$ cat src/rtl/ptsn_pkg.sv
package ptsn_pkg;

  localparam int PITCH_W     = 22;
  localparam int REF_W       = 17;
  localparam int FRAC_BITS   = 8;
  localparam int LOG_FRAC    = 24;
  localparam int LOG_INT_W   = 5;
  localparam int LOG_W       = LOG_INT_W + LOG_FRAC;
  localparam int MANT_W      = 32;
  localparam int NOTE_W      = 10;
  localparam int Q_W         = 6;
  localparam int RATIO_W     = 25;
  localparam int PROD_W      = REF_W + RATIO_W;
  localparam int HP_W        = 49;
  localparam int OUT_W       = 23;
  localparam int SEMI_W      = 8;
  localparam int CLASS_W     = 4;
  localparam int DIV_X_W     = 9;

  localparam logic [REF_W-1:0] REF_RESET = 17'd112640;
  localparam logic [OUT_W-1:0] PITCH_MAX = 23'd8388607;
  localparam logic [9:0]       RECIP_12  = 10'd683;

  typedef struct packed {
    logic [MANT_W-1:0] m;
    logic              b;
  } log_step_t;

  typedef enum logic [1:0] {
    REF_IDLE,
    REF_LOAD,
    REF_CALC
  } ref_state_t;

  function automatic logic [LOG_INT_W-1:0] lead_one(input logic [MANT_W-1:0] v);
    logic [LOG_INT_W-1:0] e;
    e = '0;
    for (int i = 0; i < MANT_W; i++) begin
      if (v[i]) e = LOG_INT_W'(i);
    end
    return e;
  endfunction

  function automatic logic [MANT_W-1:0] norm_mant(input logic [MANT_W-1:0] v,
                                                  input logic [LOG_INT_W-1:0] e);
    return v << (LOG_INT_W'(MANT_W - 1) - e);
  endfunction

  // one fraction bit of log2: square the mantissa, renormalize
  function automatic log_step_t log_step(input logic [MANT_W-1:0] m);
    logic [2*MANT_W-1:0] sq;
    logic [MANT_W:0]     s;
    log_step_t           r;
    sq = m * m;
    s  = sq[2*MANT_W-1:MANT_W-1];
    if (s[MANT_W]) begin
      r.m = s[MANT_W:1];
      r.b = 1'b1;
    end else begin
      r.m = s[MANT_W-1:0];
      r.b = 1'b0;
    end
    return r;
  endfunction

  function automatic logic [RATIO_W-1:0] semitone_ratio(input logic [CLASS_W-1:0] k);
    logic [RATIO_W-1:0] r;
    case (k)
      4'd0:    r = 25'd16777216;
      4'd1:    r = 25'd17774841;
      4'd2:    r = 25'd18831788;
      4'd3:    r = 25'd19951585;
      4'd4:    r = 25'd21137968;
      4'd5:    r = 25'd22394897;
      4'd6:    r = 25'd23726566;
      4'd7:    r = 25'd25137421;
      4'd8:    r = 25'd26632170;
      4'd9:    r = 25'd28215802;
      4'd10:   r = 25'd29893600;
      4'd11:   r = 25'd31671166;
      default: r = 25'd16777216;
    endcase
    return r;
  endfunction

endpackage

$ cat src/rtl/ptsn_ref_log.sv
module ptsn_ref_log (
  input  logic                          clk,
  input  logic                          rst,
  input  logic                          cfg_valid,
  output logic                          cfg_ready,
  input  logic [ptsn_pkg::REF_W-1:0]    reference_pitch_q8,
  output logic                          busy,
  output logic [ptsn_pkg::REF_W-1:0]    ref_val,
  output logic [ptsn_pkg::LOG_W-1:0]    ref_log
);

  ptsn_pkg::ref_state_t state, state_next;
  logic [ptsn_pkg::MANT_W-1:0]    m;
  logic [ptsn_pkg::LOG_INT_W-1:0] e;
  logic [ptsn_pkg::LOG_FRAC-1:0]  frac;
  logic [ptsn_pkg::LOG_INT_W-1:0] cnt;
  logic [ptsn_pkg::MANT_W-1:0]    ref_ext;
  logic [ptsn_pkg::LOG_INT_W-1:0] ref_e;
  ptsn_pkg::log_step_t            st;

  assign ref_ext = ptsn_pkg::MANT_W'(ref_val);
  assign ref_e   = ptsn_pkg::lead_one(ref_ext);
  assign st      = ptsn_pkg::log_step(m);

  always_comb begin
    state_next = state;
    case (state)
      ptsn_pkg::REF_IDLE: if (cfg_valid) state_next = ptsn_pkg::REF_LOAD;
      ptsn_pkg::REF_LOAD: state_next = ptsn_pkg::REF_CALC;
      ptsn_pkg::REF_CALC: if (cnt == '0) state_next = ptsn_pkg::REF_IDLE;
      default:            state_next = ptsn_pkg::REF_IDLE;
    endcase
  end

  always_comb begin
    cfg_ready = (state == ptsn_pkg::REF_IDLE);
    busy      = (state != ptsn_pkg::REF_IDLE);
  end

  always_ff @(posedge clk) begin
    if (rst) begin
      state   <= ptsn_pkg::REF_LOAD;
      ref_val <= ptsn_pkg::REF_RESET;
    end else begin
      state <= state_next;
      if (cfg_valid && cfg_ready) begin
        ref_val <= (reference_pitch_q8 == '0) ? ptsn_pkg::REF_W'(1) : reference_pitch_q8;
      end
    end
    case (state)
      ptsn_pkg::REF_LOAD: begin
        m    <= ptsn_pkg::norm_mant(ref_ext, ref_e);
        e    <= ref_e;
        frac <= '0;
        cnt  <= ptsn_pkg::LOG_INT_W'(ptsn_pkg::LOG_FRAC - 1);
      end
      ptsn_pkg::REF_CALC: begin
        m         <= st.m;
        frac[cnt] <= st.b;
        cnt       <= cnt - 1'b1;
      end
      default: begin
      end
    endcase
  end

  assign ref_log = {e, frac};

endmodule

$ cat config.mk
export PLATFORM = sky130hd
export DESIGN_NAME = ptsn_ref_log
export DESIGN_NICKNAME = d
export VERILOG_FILES = /design/src/rtl/ptsn_pkg.sv /design/src/rtl/ptsn_ref_log.sv
export SDC_FILE = /design/constraint.sdc
export NUM_CORES = 2
export LEC_CHECK = 0
export ABC_CLOCK_PERIOD_IN_PS = 15600
export BUFFER_PORTS_ARGS = -buffer_cell sky130_fd_sc_hd__buf_2
export CAP_MARGIN = 20
export CORE_MARGIN = 10
export CORE_UTILIZATION = 70
export DETAILED_ROUTE_END_ITERATION = 10
export PLACE_DENSITY_LB_ADDON = 0.1
export SYNTH_ARGS = -nofsm -noshare
export SYNTH_HDL_FRONTEND = slang
export SYNTH_SLANG_ARGS = --single-unit
$ cat constraint.sdc
create_clock -name clk -period 15.6 [get_ports clk]
set_clock_uncertainty 0.15 [all_clocks]
set_input_delay 3.12 -clock clk [delete_from_list [all_inputs] [get_ports clk]]
set_output_delay 3.12 -clock clk [all_outputs]
set_load 0.05 [all_outputs]
==> run_results.csv <==
group,metric,value,unit
logic_synthesis,ys_types,77,
logic_synthesis,synth-edff-count,66,
cts,clockBufferDepth,2,
critical_path,critical_path_class,"reg -> reg",
global_routing,grt_usage,32.21,%
sta,worstMarginPinSlew,0.9972,ns
global_routing,overflow,0,
drt,dr.pass1.iters,6,
logic_synthesis,yosys_warnings,0,
sta,worst_slack,6.474,ns
global_routing,grt_max_degree,65,
drt,drt_iter0_markers,1882,
drt,avgViaCountPerCell,5.865,
critical_path,startpoint_type,"flip-flop",
critical_path,reg2reg_to,"m[13]",
critical_path,r2r_cells,23,
logic_synthesis,synth_area,33990,um2
sta,fin_crit_sh,58.50,%
critical_path,critPathRequiredTime,15.54,ns
floorplanning,die_w,240.4,um
drt,via_count,25091,
sta,slew_headroom,33.38,%
finish,final_util,73.39,%
floorplanning,initial_core_util,71.04,%
critical_path,cp_max_fo,64,
sta,setup_tns,0,ns
worst_hold_path,min_from,"ref_val[10]",
cts,numCtsBuffers,9,
cts,htree_levels,3,
sta,fmax,109.6,MHz
finish,areaGrowthSynthToFinish,3.302,%
critical_path,r2r_start,"m[9]",
worst_hold_path,min_path_cells,2,
floorplanning,pin_count,68,
logic_synthesis,ys_seq_elements,85,
drt,wire_per_inst,20.47,um
cts,cts_root_buffer,"clkbuf_16",
global_routing,antenna_found_initial,0,
status,status,"finished clean",
place,place_ws,6.600,ns
logic_synthesis,synth_area_leader_cell,"fa_1",
floorplanning,core-area,47850,um2
sta,layout_min_cycle_time,9.126,ns
cts,worstSkewPairLatency,0.34,ns
critical_path,worstSetupEndpointType,"flip-flop",
sta,hold_viol_final,0,
sta,setup_violations,0,
place,hpwl,69870,um
logic_synthesis,ys.flop_type,"edfxtp_1",
logic_synthesis,yosys-top-cells-count,"inv_1 (997), fa_1 (791), nand2_1 (407)",
floorplanning,dieHeight,240.4,um
place,gp_congestion,1.027,
flow_run,cap_violations,0,
logic_synthesis,synth_nets,4806,
sta,final-max-slew-violation-count,0,
logic_synthesis,syn_avg_cell_area,9.216,um2
logic_synthesis,synth_most_common_cell,"inv_1",
cts,post_cts_buffers,0,
critical_path,rrSetupSlack,6.47,ns
global_routing,grt_pass1_wl,144500,um
logic_synthesis,synthArstFlopShare,0,%
logic_synthesis,ys_top_cells_by_area,"fa_1 (47%), ha_1 (11%), inv_1 (11%)",
floorplanning,rows,80,
sta,whs,0.3662,ns
logic_synthesis,ys_seq_area_share,6.950,%
drt,routed_wl,87590,um
cts,cts_sinks,85,
logic_synthesis,synth_top_area_share,46.59,%
global_routing,grt_pass1_vias,27812,
finish,nets,4775,
critical_path,worstPathArrival,9.07,ns
worst_hold_path,min_path_type,"reg -> reg",
worst_hold_path,min_to,"ref_val[10]",
drt,route.detailed.drc,0,
finish,fillers,3550,
finish,drive_gt1_share,4.560,%
cts,cts_hold_buf,0,
floorplanning,die-area,57770,um2
logic_synthesis,syn_inst,3688,
cts,cts_resized,0,
drt,ant_nets,0,
cts,cts_tree,"done",
place,place.port_buffers,67,
sta,rsz0062_at_grt,"false",
cts,clk_pin_slew_worst_paths,0.06,ns
metal layers:
metal / global-route usage, % / up-vias / part of all wire, % / wire length [um]
met5: 0 / - / 0 / 0
met4: 13.88 / 0 / 5.2 / 4528
met3: 5.221 / 269 / 7.5 / 6598
met2: 54.76 / 1127 / 49 / 43270
met1: 40.26 / 12717 / 38 / 33190
li1: - / 10978 / - / -
flip-flops by register name (all words and copies together), names as in the netlist:
| register | cells |
|---|---|
| e | 5 |
| frac | 24 |
| state | 2 |
| m | 32 |
| cnt | 5 |
| ref_val | 17 |
stage by stage:
stage | cells | instance area [um2]
global placement | 4261 | 34830
detailed placement | 4261 | 34830
finish | 4278 | 35110
CTS | 4277 | 35110
floorplan | 3688 | 33990
global route | 4277 | 35110
cells by family after synthesis:
kind of cell | synth area share [%]
adders and majority gates | 57.89
xor gates and xnor gates | 2.058
muxes | 1.270
buffers and inverters | 12.75
AOI/OAI and AO/OA | 6.755
and+or+nand+nor | 12.33
DFF | 6.950
cell usage in the layout (no fill, tap or decap), types with 8 or more instances in the layout:
cell type / netlist / layout
a211o_1: 8 / 8
a211oi_1: 9 / 9
a21o_1: 27 / 27
a21oi_1: 128 / 128
a31o_2: 16 / 16
a31oi_1: 8 / 8
and2_1: 234 / 234
and3_1: 10 / 10
buf_2: 3 / 67
buf_4: 4 / 39
clkbuf_16: 0 / 9
dfxtp_1: 19 / 19
edfxtp_1: 66 / 66
fa_1: 791 / 791
ha_1: 307 / 306
inv_1: 997 / 997
mux2_2: 9 / 9
mux2i_1: 33 / 33
nand2_1: 407 / 407
nand2b_1: 8 / 8
nand3_1: 46 / 46
nand4_1: 14 / 14
nor2_1: 102 / 102
nor2b_1: 8 / 8
nor3_1: 27 / 27
nor4_1: 8 / 8
o211ai_1: 9 / 9
o21ai_0: 61 / 61
o21bai_1: 9 / 9
xnor2_1: 41 / 41
xor2_1: 37 / 37
critical path, stage by stage, from the launching register on:
cell and delay, ns:
edfxtp_1 0.61, buf_4 0.39, inv_1 0.21, nor2_1 0.28, fa_1 0.48, fa_1 0.56
inv_1 0.06, fa_1 0.45, fa_1 0.54, inv_1 0.06, fa_1 0.57, fa_1 0.44
fa_1 0.54, fa_1 0.42, ha_1 0.36, a21oi_1 0.23, o21ai_0 0.19, o41a_1 0.48
a21oi_1 0.32, o31ai_2 0.17, xor2_4 0.15, buf_4 0.60, mux2_2 0.40, and2_1 0.15
area by class of cell:
type                       count  area, um2  area share [%]
multi-input combinational   2454      27310           77.78
inverter                    1001       3757           10.70
sequential                    85       2362           6.728
tap                          615      769.5           2.191
timing repair buffer         106      628.1           1.789
clock buffer                  11      232.7          0.6628
clock inverter                 5      51.30          0.1461
antenna                        1      2.502        0.007127
worst max-delay path by stage:
stage | slack (ns) | startpoint | depth (start not counted) | to
2_1_floorplan | 7.54 | m[14] | 27 | m[28]
3_3_place_gp | 6.70 | m[11] | 26 | m[13]
3_5_place_dp | 6.60 | m[10] | 22 | m[13]
4_1_cts | 6.53 | m[10] | 22 | m[13]
5_1_grt | 6.13 | m[10] | 26 | m[25]
6_report | 6.47 | m[9] | 23 | m[13]
Power is left out: the tool's default activity adds up to more than one toggle a clock period on the data nets, which glitch-free logic cannot reach.
